==> config.mk <==
export PLATFORM = sky130hd
export DESIGN_NAME = small_matrix_alu
export DESIGN_NICKNAME = d
export VERILOG_FILES = /design/src/rtl/smalu_pkg.sv /design/src/rtl/smalu_ram.sv /design/src/rtl/smalu_ctrl.sv /design/src/rtl/smalu_dp.sv /design/src/rtl/small_matrix_alu.sv
export SDC_FILE = /design/constraint.sdc
export NUM_CORES = 2
export LEC_CHECK = 0
export CORE_UTILIZATION = 25
export DETAILED_ROUTE_END_ITERATION = 10
export DONT_BUFFER_PORTS = 1
export GPL_TIMING_DRIVEN = 0
export PLACE_DENSITY = 0.37
export SYNTH_ARGS = -nofsm -noshare
export SYNTH_HDL_FRONTEND = slang
export SYNTH_SLANG_ARGS = --single-unit
export TNS_END_PERCENT = 50
==> constraint.sdc <==
create_clock -name clk -period 8.65 [get_ports clk]
set_input_delay 0.4325 -clock clk [delete_from_list [all_inputs] [get_ports clk]]
set_output_delay 0.4325 -clock clk [all_outputs]
set_load 0.02 [all_outputs]
==> src/rtl/smalu_pkg.sv <==
// ----------------------------------------------------------------------------
// smalu_pkg
// Shared types, constants and helpers for the small matrix ALU.
// ----------------------------------------------------------------------------
package smalu_pkg;

  localparam int DIM         = 3;
  localparam int DATA_W      = 32;
  localparam int CELLS       = DIM * DIM;
  localparam int ADDR_W      = $clog2(CELLS);
  localparam int IDX_W       = 2;
  localparam int CMD_W       = 3;
  localparam int VALUE_W     = 32;
  localparam int ELEM_W      = 32;
  localparam int IN_TDATA_W  = 40;
  localparam int OUT_TDATA_W = 40;
  localparam int OUT_PAD_W   = OUT_TDATA_W - ELEM_W - 2 * IDX_W;

  // output word field positions
  localparam int OUT_ROW_LSB = ELEM_W;
  localparam int OUT_COL_LSB = ELEM_W + IDX_W;

  typedef enum logic [CMD_W-1:0] {
    CMD_LOAD_A = 3'd0,
    CMD_LOAD_B = 3'd1,
    CMD_ADD    = 3'd2,
    CMD_SUB    = 3'd3,
    CMD_MUL    = 3'd4,
    CMD_SCALE  = 3'd5
  } cmd_t;

  typedef enum logic [2:0] {
    ST_IDLE,
    ST_READ,
    ST_MULT,
    ST_ACC,
    ST_EMIT
  } state_t;

  typedef struct packed {
    logic              wr_a;
    logic              wr_b;
    logic              start;
    logic              ld_prod;
    logic              ld_acc;
    logic              clr_acc;
    logic              ld_out;
    logic              last;
    cmd_t              op;
    logic [IDX_W-1:0]  row;
    logic [IDX_W-1:0]  col;
    logic [ADDR_W-1:0] a_addr;
    logic [ADDR_W-1:0] b_addr;
  } ctl_cmd_t;

  typedef struct packed {
    logic out_free;
  } dp_stat_t;

  function automatic logic [ADDR_W-1:0] cell_addr(input logic [IDX_W-1:0] row,
                                                  input logic [IDX_W-1:0] col);
    return ADDR_W'(int'(row) * DIM + int'(col));
  endfunction

endpackage

==> src/rtl/smalu_ram.sv <==
// ----------------------------------------------------------------------------
// smalu_ram
// Generic single-write, single-read RAM with registered read data.
// ----------------------------------------------------------------------------
module smalu_ram #(
  parameter int WIDTH = 32,
  parameter int DEPTH = 9
) (
  input  logic                     clk,
  input  logic                     we,
  input  logic [$clog2(DEPTH)-1:0] waddr,
  input  logic [WIDTH-1:0]         wdata,
  input  logic [$clog2(DEPTH)-1:0] raddr,
  output logic [WIDTH-1:0]         rdata
);

  logic [WIDTH-1:0] mem [DEPTH];
  logic [WIDTH-1:0] rdata_r;

  always_ff @(posedge clk) begin
    if (we) begin
      mem[waddr] <= wdata;
    end
    rdata_r <= mem[raddr];
  end

  assign rdata = rdata_r;

endmodule

==> src/rtl/smalu_ctrl.sv <==
// ----------------------------------------------------------------------------
// smalu_ctrl
// Sequencer: takes commands, walks rows, columns and the inner product index.
// ----------------------------------------------------------------------------
module smalu_ctrl (
  input  logic                        clk,
  input  logic                        rst_n,
  input  logic                        in_tvalid,
  output logic                        in_tready,
  input  logic [smalu_pkg::CMD_W-1:0] in_command,
  input  logic [smalu_pkg::IDX_W-1:0] in_row,
  input  logic [smalu_pkg::IDX_W-1:0] in_col,
  input  smalu_pkg::dp_stat_t         stat,
  output smalu_pkg::ctl_cmd_t         cmd
);

  localparam logic [smalu_pkg::IDX_W-1:0] IDX_LAST = smalu_pkg::IDX_W'(smalu_pkg::DIM - 1);
  localparam logic [smalu_pkg::IDX_W-1:0] IDX_LIM  = smalu_pkg::IDX_W'(smalu_pkg::DIM);

  smalu_pkg::state_t              state_r, state_nxt;
  smalu_pkg::cmd_t                op_r, op_nxt;
  logic [smalu_pkg::IDX_W-1:0]    row_r, row_nxt;
  logic [smalu_pkg::IDX_W-1:0]    col_r, col_nxt;
  logic [smalu_pkg::IDX_W-1:0]    k_r, k_nxt;

  smalu_pkg::cmd_t in_cmd;
  logic            accept;
  logic            is_compute;
  logic            in_range;
  logic            more_k;
  logic            last_cell;

  assign in_cmd     = smalu_pkg::cmd_t'(in_command);
  assign in_tready  = (state_r == smalu_pkg::ST_IDLE);
  assign accept     = in_tvalid && in_tready;
  assign is_compute = (in_cmd == smalu_pkg::CMD_ADD) || (in_cmd == smalu_pkg::CMD_SUB) ||
                      (in_cmd == smalu_pkg::CMD_MUL) || (in_cmd == smalu_pkg::CMD_SCALE);
  assign in_range   = (in_row < IDX_LIM) && (in_col < IDX_LIM);
  assign more_k     = (op_r == smalu_pkg::CMD_MUL) && (k_r != IDX_LAST);
  assign last_cell  = (row_r == IDX_LAST) && (col_r == IDX_LAST);

  always_ff @(posedge clk) begin
    if (!rst_n) begin
      state_r <= smalu_pkg::ST_IDLE;
      op_r    <= smalu_pkg::CMD_ADD;
      row_r   <= '0;
      col_r   <= '0;
      k_r     <= '0;
    end else begin
      state_r <= state_nxt;
      op_r    <= op_nxt;
      row_r   <= row_nxt;
      col_r   <= col_nxt;
      k_r     <= k_nxt;
    end
  end

  // next state
  always_comb begin
    state_nxt = state_r;
    case (state_r)
      smalu_pkg::ST_IDLE: begin
        if (accept && is_compute) state_nxt = smalu_pkg::ST_READ;
      end
      smalu_pkg::ST_READ: state_nxt = smalu_pkg::ST_MULT;
      smalu_pkg::ST_MULT: state_nxt = smalu_pkg::ST_ACC;
      smalu_pkg::ST_ACC: begin
        state_nxt = more_k ? smalu_pkg::ST_READ : smalu_pkg::ST_EMIT;
      end
      smalu_pkg::ST_EMIT: begin
        if (stat.out_free) state_nxt = last_cell ? smalu_pkg::ST_IDLE : smalu_pkg::ST_READ;
      end
      default: state_nxt = smalu_pkg::ST_IDLE;
    endcase
  end

  // counters and latched opcode
  always_comb begin
    op_nxt  = op_r;
    row_nxt = row_r;
    col_nxt = col_r;
    k_nxt   = k_r;
    case (state_r)
      smalu_pkg::ST_IDLE: begin
        if (accept && is_compute) begin
          op_nxt  = in_cmd;
          row_nxt = '0;
          col_nxt = '0;
          k_nxt   = '0;
        end
      end
      smalu_pkg::ST_ACC: begin
        if (more_k) k_nxt = k_r + 1'b1;
      end
      smalu_pkg::ST_EMIT: begin
        if (stat.out_free) begin
          k_nxt = '0;
          if (col_r == IDX_LAST) begin
            col_nxt = '0;
            row_nxt = row_r + 1'b1;
          end else begin
            col_nxt = col_r + 1'b1;
          end
        end
      end
      default: ;
    endcase
  end

  // datapath commands
  always_comb begin
    cmd         = '0;
    cmd.op      = op_r;
    cmd.row     = row_r;
    cmd.col     = col_r;
    cmd.last    = last_cell;
    cmd.clr_acc = (k_r == '0);
    cmd.a_addr  = smalu_pkg::cell_addr(row_r, col_r);
    cmd.b_addr  = smalu_pkg::cell_addr(row_r, col_r);
    if (op_r == smalu_pkg::CMD_MUL) begin
      cmd.a_addr = smalu_pkg::cell_addr(row_r, k_r);
      cmd.b_addr = smalu_pkg::cell_addr(k_r, col_r);
    end
    case (state_r)
      smalu_pkg::ST_IDLE: begin
        cmd.wr_a  = accept && in_range && (in_cmd == smalu_pkg::CMD_LOAD_A);
        cmd.wr_b  = accept && in_range && (in_cmd == smalu_pkg::CMD_LOAD_B);
        cmd.start = accept && is_compute;
      end
      smalu_pkg::ST_MULT: cmd.ld_prod = 1'b1;
      smalu_pkg::ST_ACC:  cmd.ld_acc  = 1'b1;
      smalu_pkg::ST_EMIT: cmd.ld_out  = stat.out_free;
      default: ;
    endcase
  end

endmodule

==> src/rtl/smalu_dp.sv <==
// ----------------------------------------------------------------------------
// smalu_dp
// Operand stores, shared multiplier/adder, accumulator and output register.
// ----------------------------------------------------------------------------
module smalu_dp (
  input  logic                              clk,
  input  logic                              rst_n,
  input  smalu_pkg::ctl_cmd_t               cmd,
  output smalu_pkg::dp_stat_t               stat,
  input  logic [smalu_pkg::VALUE_W-1:0]     in_value,
  input  logic [smalu_pkg::IDX_W-1:0]       in_row,
  input  logic [smalu_pkg::IDX_W-1:0]       in_col,
  output logic                              out_tvalid,
  input  logic                              out_tready,
  output logic [smalu_pkg::OUT_TDATA_W-1:0] out_tdata,
  output logic                              out_tlast
);

  logic [smalu_pkg::ADDR_W-1:0] wr_addr;
  logic [smalu_pkg::DATA_W-1:0] wr_data;
  logic [smalu_pkg::DATA_W-1:0] a_data, b_data;

  logic [smalu_pkg::DATA_W-1:0] scalar_r;
  logic [smalu_pkg::DATA_W-1:0] prod_r, prod_nxt;
  logic [smalu_pkg::DATA_W-1:0] acc_r, acc_nxt;

  logic                         out_valid_r;
  logic [smalu_pkg::ELEM_W-1:0] out_elem_r;
  logic [smalu_pkg::IDX_W-1:0]  out_row_r, out_col_r;
  logic                         out_last_r;

  assign wr_addr = smalu_pkg::cell_addr(in_row, in_col);
  assign wr_data = smalu_pkg::DATA_W'(in_value);

  smalu_ram #(.WIDTH(smalu_pkg::DATA_W), .DEPTH(smalu_pkg::CELLS)) u_ram_a (
    .clk   (clk),
    .we    (cmd.wr_a),
    .waddr (wr_addr),
    .wdata (wr_data),
    .raddr (cmd.a_addr),
    .rdata (a_data)
  );

  smalu_ram #(.WIDTH(smalu_pkg::DATA_W), .DEPTH(smalu_pkg::CELLS)) u_ram_b (
    .clk   (clk),
    .we    (cmd.wr_b),
    .waddr (wr_addr),
    .wdata (wr_data),
    .raddr (cmd.b_addr),
    .rdata (b_data)
  );

  // one operation per read pair; products keep the low bits only
  always_comb begin
    case (cmd.op)
      smalu_pkg::CMD_ADD: prod_nxt = a_data + b_data;
      smalu_pkg::CMD_SUB: prod_nxt = a_data - b_data;
      smalu_pkg::CMD_MUL: prod_nxt = a_data * b_data;
      default:            prod_nxt = a_data * scalar_r;
    endcase
  end

  assign acc_nxt = (cmd.clr_acc ? '0 : acc_r) + prod_r;

  always_ff @(posedge clk) begin
    if (cmd.start)   scalar_r <= wr_data;
    if (cmd.ld_prod) prod_r   <= prod_nxt;
    if (cmd.ld_acc)  acc_r    <= acc_nxt;
    if (cmd.ld_out) begin
      out_elem_r <= smalu_pkg::ELEM_W'(acc_r);
      out_row_r  <= cmd.row;
      out_col_r  <= cmd.col;
      out_last_r <= cmd.last;
    end
  end

  always_ff @(posedge clk) begin
    if (!rst_n) begin
      out_valid_r <= 1'b0;
    end else if (cmd.ld_out) begin
      out_valid_r <= 1'b1;
    end else if (out_tready) begin
      out_valid_r <= 1'b0;
    end
  end

  assign stat.out_free = !out_valid_r || out_tready;

  assign out_tvalid = out_valid_r;
  assign out_tlast  = out_last_r;
  assign out_tdata  = {{smalu_pkg::OUT_PAD_W{1'b0}}, out_col_r, out_row_r, out_elem_r};

endmodule

==> src/rtl/small_matrix_alu.sv <==
// ----------------------------------------------------------------------------
// small_matrix_alu
// 3x3 signed matrix unit: element loads, add, subtract, multiply, scale.
//
//   channel  dir  word layout (lsb first)
//   in_      in   command[2:0] row[4:3] col[6:5] value[38:7]
//   out_     out  element[31:0] out_row[33:32] out_col[35:34], tlast = last
//
// A load is written as it is accepted. Add, subtract and scale pass each result
// word through read, operate, accumulate and emit. Multiply runs its 3-term
// dot product through one shared multiplier, repeating read, operate and
// accumulate per term before the emit. Output stalls hold the emit step;
// the output register lets the next command in while the final word waits.
// Reset (rst_n low, synchronous) returns to idle and drops out_tvalid;
// operand contents are undefined until loaded.
// ----------------------------------------------------------------------------
module small_matrix_alu (
  input  logic                              clk,
  input  logic                              rst_n,
  input  logic                              in_tvalid,
  output logic                              in_tready,
  // command[2:0], row[4:3], col[6:5], value[38:7]
  input  logic [smalu_pkg::IN_TDATA_W-1:0]  in_tdata,
  output logic                              out_tvalid,
  input  logic                              out_tready,
  // element[31:0], out_row[33:32], out_col[35:34]
  output logic [smalu_pkg::OUT_TDATA_W-1:0] out_tdata,
  output logic                              out_tlast
);

  smalu_pkg::ctl_cmd_t cmd;
  smalu_pkg::dp_stat_t stat;

  logic [smalu_pkg::CMD_W-1:0]   in_command;
  logic [smalu_pkg::IDX_W-1:0]   in_row, in_col;
  logic [smalu_pkg::VALUE_W-1:0] in_value;

  assign in_command = in_tdata[2:0];
  assign in_row     = in_tdata[4:3];
  assign in_col     = in_tdata[6:5];
  assign in_value   = in_tdata[38:7];

  smalu_ctrl u_ctrl (
    .clk        (clk),
    .rst_n      (rst_n),
    .in_tvalid  (in_tvalid),
    .in_tready  (in_tready),
    .in_command (in_command),
    .in_row     (in_row),
    .in_col     (in_col),
    .stat       (stat),
    .cmd        (cmd)
  );

  smalu_dp u_dp (
    .clk        (clk),
    .rst_n      (rst_n),
    .cmd        (cmd),
    .stat       (stat),
    .in_value   (in_value),
    .in_row     (in_row),
    .in_col     (in_col),
    .out_tvalid (out_tvalid),
    .out_tready (out_tready),
    .out_tdata  (out_tdata),
    .out_tlast  (out_tlast)
  );

endmodule

After elaboration in Yosys (flattened, before gate mapping)
Memory sizes are Yosys's and may differ from the RTL's. A register that Yosys moved wholly into a read port is not among the register bits.
Cells that the tools add are included.
{ "totals": {"inputBits": 44, "mem_bits_rw": 576, "reg_bits": 146, "out_inout_bits": 43, "wordCells": 103, "mem_count": 2} }
{ "classes": {"n_addsub": 10, "n_reduce_logical": 24, "eq_ne": 19, "mul": 5, "order_cmp": 2, "n_mux": 28} }
{ "memory_table": {"columns": ["name", "depth", "width", "rd", "rd_clocked_by_memory_dff", "write_ports", "line_no", "rtl"], "rows": [
  ["u_dp.u_ram_a.mem", 9, 32, 1, 1, 1, "smalu_ram.sv:17", "logic [WIDTH-1:0] mem [DEPTH];"],
  ["u_dp.u_ram_b.mem", 9, 32, 1, 1, 1, "smalu_ram.sv:17", null]
]} }
{ "op_table": {"columns": ["cell", "count"], "rows": [
  ["32-bit case mux with 3 select lines", 1],
  ["32-bit adder", 2],
  ["32-bit by 32-bit multiplier with 32-bit output", 2],
  ["32-bit two-way mux", 1],
  ["32-bit subtractor", 1],
  ["3-bit by 2-bit == test with 1-bit output (second input constant)", 6],
  ["4-bit by 3-bit adder with 4-bit output", 4],
  ["3-bit case mux with 5 select lines", 1],
  ["2-bit two-way mux", 7],
  ["3-bit == test (second input constant)", 4],
  ["2-bit by 2-bit multiplier with 4-bit output (second input constant)", 3],
  ["3-bit two-way mux", 4],
  ["1-bit two-way mux", 10],
  ["1-bit logical AND", 8],
  ["8-bit two-way mux", 1],
  ["2-bit case mux with 2 select lines", 2],
  ["4-bit AND reduction", 2],
  ["2-bit by 1-bit adder with 2-bit output (second input constant)", 3],
  ["3-bit by 1-bit == test with 1-bit output (second input constant)", 2],
  ["3-bit zero test", 2],
  ["2-bit by 1-bit inequality test with 1-bit output (second input constant)", 3],
  ["2-bit case mux with 3 select lines", 1],
  ["2-bit == test (second input constant)", 2],
  ["1-bit logical OR", 4],
  ["other kinds (8)", 12]
]} }

Logic depth before layout (Yosys ltp)
{ "depth": {"depth_word": 8, "ltp_mapped": 28, "depth_no_buf": 26} }

Cells and area by module
From an unflattened synthesis, not the netlist that was laid out.
{ "hier_totals": {"cells_unflattened": 5670, "area_unflattened_um2": 64715.8} }
{ "by_module_without_submodules": {"columns": ["mod", "area_per_inst_um2", "instances", "seq_area_each_um2", "cells_each"], "rows": [
  ["smalu_dp", 39897.0, 1, 4013.8, 4293],
  ["smalu_ram (u_dp.u_ram_b)", 11897.7, 1, 9288.9, 629],
  ["smalu_ram (u_dp.u_ram_a)", 11895.2, 1, 9288.9, 629],
  ["smalu_ctrl", 1026.0, 1, 240.2, 119]
]} }

Worst setup path after synthesis
OpenSTA, ideal clock, no wires.
{ "synth_timing": {"path_type": "register to register", "from": "register u_dp.scalar_r[3] (netlist name)", "to": "register u_dp.prod_r[28] (netlist name) (data pin)", "arrival_ns": 7.058, "path_slack_ns": 1.331, "stages_incl_launch_ff": 27, "synth_period_minus_slack_ns": 7.319, "setup_ns": 0.261, "n_path_buf": 2, "required_time_ns": 8.389, "cell_sequence": "edfxtp_1 clkbuf_1 clkbuf_1 nand2_1 fa_1 inv_1 fa_1 inv_1 fa_1 fa_1 inv_1 fa_1 inv_1 fa_1 inv_1 fa_1 fa_1 ha_1 and4_1 and4_1 a2111oi_4 o21ai_1 a21o_1 nand2_1 and2b_1 xnor2_1 a221o_1"} }
{ "synth_via": {"elab_chain_len": 2} }
{ "synth_rtl": {"columns": ["item", "line_no", "rtl"], "rows": [
  ["start, declared", "smalu_dp.sv:23", "logic [smalu_pkg::DATA_W-1:0] scalar_r;"],
  ["start signal, assigned", "smalu_dp.sv:66", "if (cmd.start) scalar_r <= wr_data;"],
  ["32-bit by 32-bit multiplier with 32-bit output", "smalu_dp.sv:59", "default: prod_nxt = a_data * scalar_r;"],
  ["32-bit case mux with 3 select lines", "smalu_dp.sv:55", "case (cmd.op)"],
  ["named net u_dp.prod_nxt, one bit", "smalu_dp.sv:24", "logic [smalu_pkg::DATA_W-1:0] prod_r, prod_nxt;"],
  ["end signal, assigned", "smalu_dp.sv:67", "if (cmd.ld_prod) prod_r <= prod_nxt;"],
  ["end, declared", "smalu_dp.sv:24", null]
]} }
The timed path passes the listed nets, and every way through them passes these cells.
A chain may end at the register's enable or synchronous reset.

Worst setup path after layout
{ "layout_timing": {"from": "register u_dp.u_ram_a.rdata_r[7], in the netlist u_dp.u_ram_a.rdata[7] (read register of u_dp.u_ram_a.mem)", "to": "register u_dp.prod_r[31] (netlist name) (data pin)"} }
{ "layout_via": {"elab_chain_len": 2, "word_cells_on_any_way": 5, "cone_classes": "2 x add/sub; 2 x mul; 1 x mux"} }
{ "layout_rtl": {"columns": ["item", "line_no", "rtl"], "rows": [
  ["start, declared", "smalu_ram.sv:18", "logic [WIDTH-1:0] rdata_r;"],
  ["32-bit by 32-bit multiplier with 32-bit output (tied with other cells)", "smalu_dp.sv:59", null],
  ["32-bit case mux with 3 select lines *", "smalu_dp.sv:55", null],
  ["named net u_dp.prod_nxt, one bit", "smalu_dp.sv:24", null]
]} }
The timed path passes the listed nets; every way through them passes the cells marked *.

==> metrics.txt <==
# TYPE chip_impl_metric gauge
chip_impl_metric{name="layout.nets",unit=""} 7571
chip_impl_metric{name="coreArea",unit="um2"} 256000
chip_impl_metric{name="crit_fanout",unit=""} 10
chip_impl_metric{name="post_drt_wl_per_cell",unit="um"} 27.0
chip_impl_metric{name="period_utilization",unit="%"} 98.3
chip_impl_info{name="critical_path_class",value="reg -> reg"} 1
chip_impl_metric{name="vias",unit=""} 45700
chip_impl_metric{name="post_detailed_route_count_of_antenna_violating_nets",unit=""} 0
chip_impl_metric{name="gr-usage-all-layers",unit="%"} 20.6
chip_impl_info{name="run_status",value="finished with violations"} 1
chip_impl_metric{name="timing.critical_path.arrival",unit="ns"} 8.89
chip_impl_info{name="cts-root-buf",value="sky130_fd_sc_hd__clkbuf_16"} 1
chip_impl_info{name="rsz0062_at_grt",value="no"} 1
chip_impl_metric{name="drc",unit=""} 0
chip_impl_info{name="mostFrequentLayoutCell",value="sky130_fd_sc_hd__nand2_1"} 1
chip_impl_metric{name="worst_hold_slack_across_all_endpoints",unit="ns"} 0.0651
chip_impl_metric{name="htree_num_levels",unit=""} 3
chip_impl_metric{name="rrSetupSlack",unit="ns"} 0.14
chip_impl_metric{name="grt_start_max_net_pins",unit=""} 38
chip_impl_metric{name="synthesis.area_per_instance",unit="um2"} 10.4
chip_impl_metric{name="start_util",unit="%"} 25.1
chip_impl_metric{name="fraction_of_final_layout_cells_sized_beyond_drive_strength_1",unit="%"} 6.38
chip_impl_metric{name="yosysUniqueCellTypes",unit=""} 75
chip_impl_metric{name="grt_pass1_wl",unit="mm"} 373
chip_impl_metric{name="antenna_violations_before_repair",unit=""} 41
chip_impl_info{name="end_kind",value="flip-flop"} 1
chip_impl_info{name="synth_flop_cell",value="sky130_fd_sc_hd__edfxtp_1"} 1
chip_impl_metric{name="number_of_failing_hold_endpoints_at_the_final_stage",unit=""} 0
chip_impl_metric{name="mappedNetlistArea",unit="um2"} 64500
chip_impl_metric{name="fp.dieArea",unit="um2"} 260000
chip_impl_metric{name="placementRows",unit=""} 186
chip_impl_metric{name="synth_edf_count",unit=""} 709
chip_impl_metric{name="numClockSinks",unit=""} 786
chip_impl_metric{name="globalRoute.totalOverflow",unit=""} 0
chip_impl_metric{name="routed_via_density",unit=""} 4.64
chip_impl_info{name="violations",value="capacitance limit"} 1
chip_impl_metric{name="cts-root-to-sink-buffers",unit=""} 3
chip_impl_metric{name="maxCapViolations",unit=""} 1
chip_impl_metric{name="postRouteWirelength",unit="mm"} 266
chip_impl_metric{name="min_period",unit="ns"} 8.51
chip_impl_metric{name="insertion_delay",unit="ns"} 0.72
chip_impl_metric{name="report.final.slew_viol_count",unit=""} 0
chip_impl_metric{name="area_growth",unit="%"} 14.9
chip_impl_metric{name="clk_transition_reported_paths",unit="ns"} 0.06
chip_impl_info{name="worst_setup_path_start_kind",value="flip-flop"} 1
chip_impl_metric{name="drtIter0Drc",unit=""} 3931
chip_impl_metric{name="finalSetupViolations",unit=""} 0
chip_impl_info{name="tritoncts",value="yes"} 1
chip_impl_metric{name="globalplace.congestion",unit=""} 0.899
chip_impl_metric{name="chipWidth",unit="um"} 510
chip_impl_metric{name="worst_clock_skew",unit="ns"} 0.0595
chip_impl_info{name="min-delay-path-class",value="in -> reg"} 1
chip_impl_metric{name="timing_worst_slew_pin_value",unit="ns"} 1.48
chip_impl_metric{name="drt_first_pass_iters",unit=""} 5
chip_impl_metric{name="grt_pass1_vias",unit=""} 47200
chip_impl_metric{name="num_io_pins",unit=""} 87
chip_impl_info{name="most-common-layout-cells",value="sky130_fd_sc_hd__nand2_1 (1,174), sky130_fd_sc_hd__inv_1 (856), sky130_fd_sc_hd__fa_1 (824)"} 1
chip_impl_metric{name="vert_die_dim",unit="um"} 510
chip_impl_metric{name="slew-limit-headroom",unit="%"} 1.06
chip_impl_metric{name="yosys_warnings",unit=""} 0
chip_impl_metric{name="final.fill_count",unit=""} 27000
chip_impl_metric{name="worst_ep_required_time",unit="ns"} 9.04
chip_impl_metric{name="synthArstFlopShare",unit="%"} 0
chip_impl_metric{name="synth_sequential_area_ratio",unit="%"} 35.4
chip_impl_metric{name="cts_made_buffers",unit=""} 87
chip_impl_metric{name="max_freq",unit="GHz"} 0.118
chip_impl_metric{name="hpwl",unit="mm"} 204
chip_impl_metric{name="syn_inst",unit=""} 6175
chip_impl_metric{name="postSynthRegisterBits",unit=""} 786
chip_impl_metric{name="port-buffer-count",unit=""} 0
-- cell usage after synthesis (3+ instances only) --
master                      instances  area share, %
sky130_fd_sc_hd__o22ai_1            5          0.049
sky130_fd_sc_hd__fa_1             824             26
sky130_fd_sc_hd__edfxtp_1         709             33
sky130_fd_sc_hd__o221ai_1           6          0.082
sky130_fd_sc_hd__mux2i_1            6          0.093
sky130_fd_sc_hd__and2_1           542            5.3
sky130_fd_sc_hd__and3_1            76           0.74
sky130_fd_sc_hd__dfxtp_1           77            2.4
sky130_fd_sc_hd__nand4_1            7          0.068
sky130_fd_sc_hd__xnor2_1          191            2.6
sky130_fd_sc_hd__a221o_1            5          0.078
sky130_fd_sc_hd__xor2_1            62           0.84
sky130_fd_sc_hd__clkbuf_1         312            1.8
sky130_fd_sc_hd__nand2_1         1174            6.8
sky130_fd_sc_hd__nand3_1          151            1.2
sky130_fd_sc_hd__o211ai_1          12           0.14
sky130_fd_sc_hd__nor2_1           109           0.63
sky130_fd_sc_hd__o31ai_1            9           0.10
sky130_fd_sc_hd__buf_4              4          0.047
sky130_fd_sc_hd__buf_1             16          0.093
sky130_fd_sc_hd__ha_1             324            6.3
sky130_fd_sc_hd__and4_1             6          0.082
sky130_fd_sc_hd__a21boi_0           4          0.047
sky130_fd_sc_hd__inv_1            857            5.0
sky130_fd_sc_hd__a21o_1            53           0.62
sky130_fd_sc_hd__a2111oi_0          3          0.041
sky130_fd_sc_hd__or2_2              5          0.049
sky130_fd_sc_hd__o2111ai_1          5          0.068
sky130_fd_sc_hd__nor4_1             7          0.068
sky130_fd_sc_hd__a311oi_1          66           0.90
sky130_fd_sc_hd__or3_1              4          0.039
sky130_fd_sc_hd__o21ai_0          129            1.0
sky130_fd_sc_hd__nor3_1            34           0.26
sky130_fd_sc_hd__nand3b_1           7          0.082
sky130_fd_sc_hd__a211oi_1          13           0.15
sky130_fd_sc_hd__a22oi_1           16           0.19
sky130_fd_sc_hd__o21ai_1            5          0.039
sky130_fd_sc_hd__a31oi_1           73           0.71
sky130_fd_sc_hd__nand2b_1          25           0.24
sky130_fd_sc_hd__nor2b_1           47           0.46
sky130_fd_sc_hd__a21oi_1          107           0.83
sky130_fd_sc_hd__nor3b_1            6          0.070
sky130_fd_sc_hd__o21a_1            27           0.31
sky130_fd_sc_hd__o21bai_1          16           0.19
-- cell families after synthesis --
kind of cell / Yosys count / synth area share, %
adder cells (fa/ha/maj): 1148 / 31.9
flip-flops: 786 / 35.4
multiplexers: 6 / 0.0932
AO/OA/AOI/OAI: 580 / 5.98
XOR/XNOR: 253 / 3.44
buffers and inverters: 1190 / 6.96
AND/OR/NAND/NOR: 2211 / 16.2
other: 1 / 0.00582
-- metal layers --
metal / GRT usage, % / routed length (um)
met5: 0 / 89
met4: 6.41 / 9070
met3: 4.38 / 18000
met2: 32.1 / 120000
met1: 28.4 / 119000
-- cell type report --
cell class | instances | area [um2] | share of cell area [%]
Multi-Input combinational cell | 4202 | 37400 | 50.5
Timing Repair Buffer | 121 | 1740 | 2.34
Antenna cell | 21 | 52.6 | 0.0709
Clock inverter | 47 | 493 | 0.666
Inverter | 857 | 3220 | 4.34
Tap cell | 3384 | 4230 | 5.72
Clock buffer | 117 | 2390 | 3.23
Buffer | 324 | 1650 | 2.23
Sequential cell | 786 | 22900 | 30.9
-- stage by stage --
stage                     setup TNS [ns]  instances  instance area, um2  util (%)  setup WS, ns
after global placement            -36.73       9562               68700      26.8         -3.25
after floorplan                        0       6178               64500         -          1.33
after CTS                              0       9829               73800      28.8       0.00917
after detailed placement          -31.76       9594               69400      27.1         -2.49
final                                  0       9859               74100      28.9         0.144
after global routing                   0       9844               74000      28.9       0.00350
-- state kept, by name, indices dropped and copies added, names as in the netlist, 32 cells and up --
signal              count
u_dp.u_ram_a.mem      288
u_dp.u_ram_b.mem      288
u_dp.acc_r             32
u_dp.out_elem_r        32
u_dp.prod_r            32
u_dp.scalar_r          32
u_dp.u_ram_a.rdata     32
u_dp.u_ram_b.rdata     32
-- critical path: stages, from the launching register on --
cell and delay (ns):
sky130_fd_sc_hd__dfxtp_4 0.51, sky130_fd_sc_hd__clkbuf_4 0.38, sky130_fd_sc_hd__clkbuf_4 0.43, sky130_fd_sc_hd__nand2_1 0.12
sky130_fd_sc_hd__fa_1 0.38, sky130_fd_sc_hd__inv_1 0.08, sky130_fd_sc_hd__fa_1 0.44, sky130_fd_sc_hd__fa_1 0.51
sky130_fd_sc_hd__inv_1 0.05, sky130_fd_sc_hd__fa_1 0.51, sky130_fd_sc_hd__inv_1 0.07, sky130_fd_sc_hd__fa_1 0.50
sky130_fd_sc_hd__inv_1 0.06, sky130_fd_sc_hd__fa_1 0.53, sky130_fd_sc_hd__inv_1 0.05, sky130_fd_sc_hd__fa_1 0.49
sky130_fd_sc_hd__fa_1 0.43, sky130_fd_sc_hd__ha_1 0.38, sky130_fd_sc_hd__a21oi_1 0.30, sky130_fd_sc_hd__o21ai_0 0.15
sky130_fd_sc_hd__a21oi_1 0.18, sky130_fd_sc_hd__o21ai_0 0.20, sky130_fd_sc_hd__a2111oi_2 0.42, sky130_fd_sc_hd__o31ai_4 0.16
sky130_fd_sc_hd__a211oi_1 0.29, sky130_fd_sc_hd__xnor2_1 0.17, sky130_fd_sc_hd__nor2_1 0.06, sky130_fd_sc_hd__a221o_1 0.35
-- final timing paths --
check                                              from                     end  depth (start not counted)
worst max-delay path              u_dp.u_ram_a.rdata[7]         u_dp.prod_r[31]                         27
worst min-delay path                         out_tready         u_dp.out_tvalid                          2
worst max register to register    u_dp.u_ram_a.rdata[7]         u_dp.prod_r[31]                         27
worst min register to register  u_dp.u_ram_b.mem[8][18]  u_dp.u_ram_b.rdata[18]                          2
-- what timing repair did --
action | 4_1_cts | 5_1_grt
pin swaps | 4 | 2
resized for setup | 193 | 65
endpoints found under the hold margin | 613 | 0
setup endpoints to repair | 19 | 8
setup buffers | 11 | 12
hold buffers | 66 | 0
Power is not shown: default switching activity piles up to over one toggle a cycle in this logic, so the estimate is an artifact.
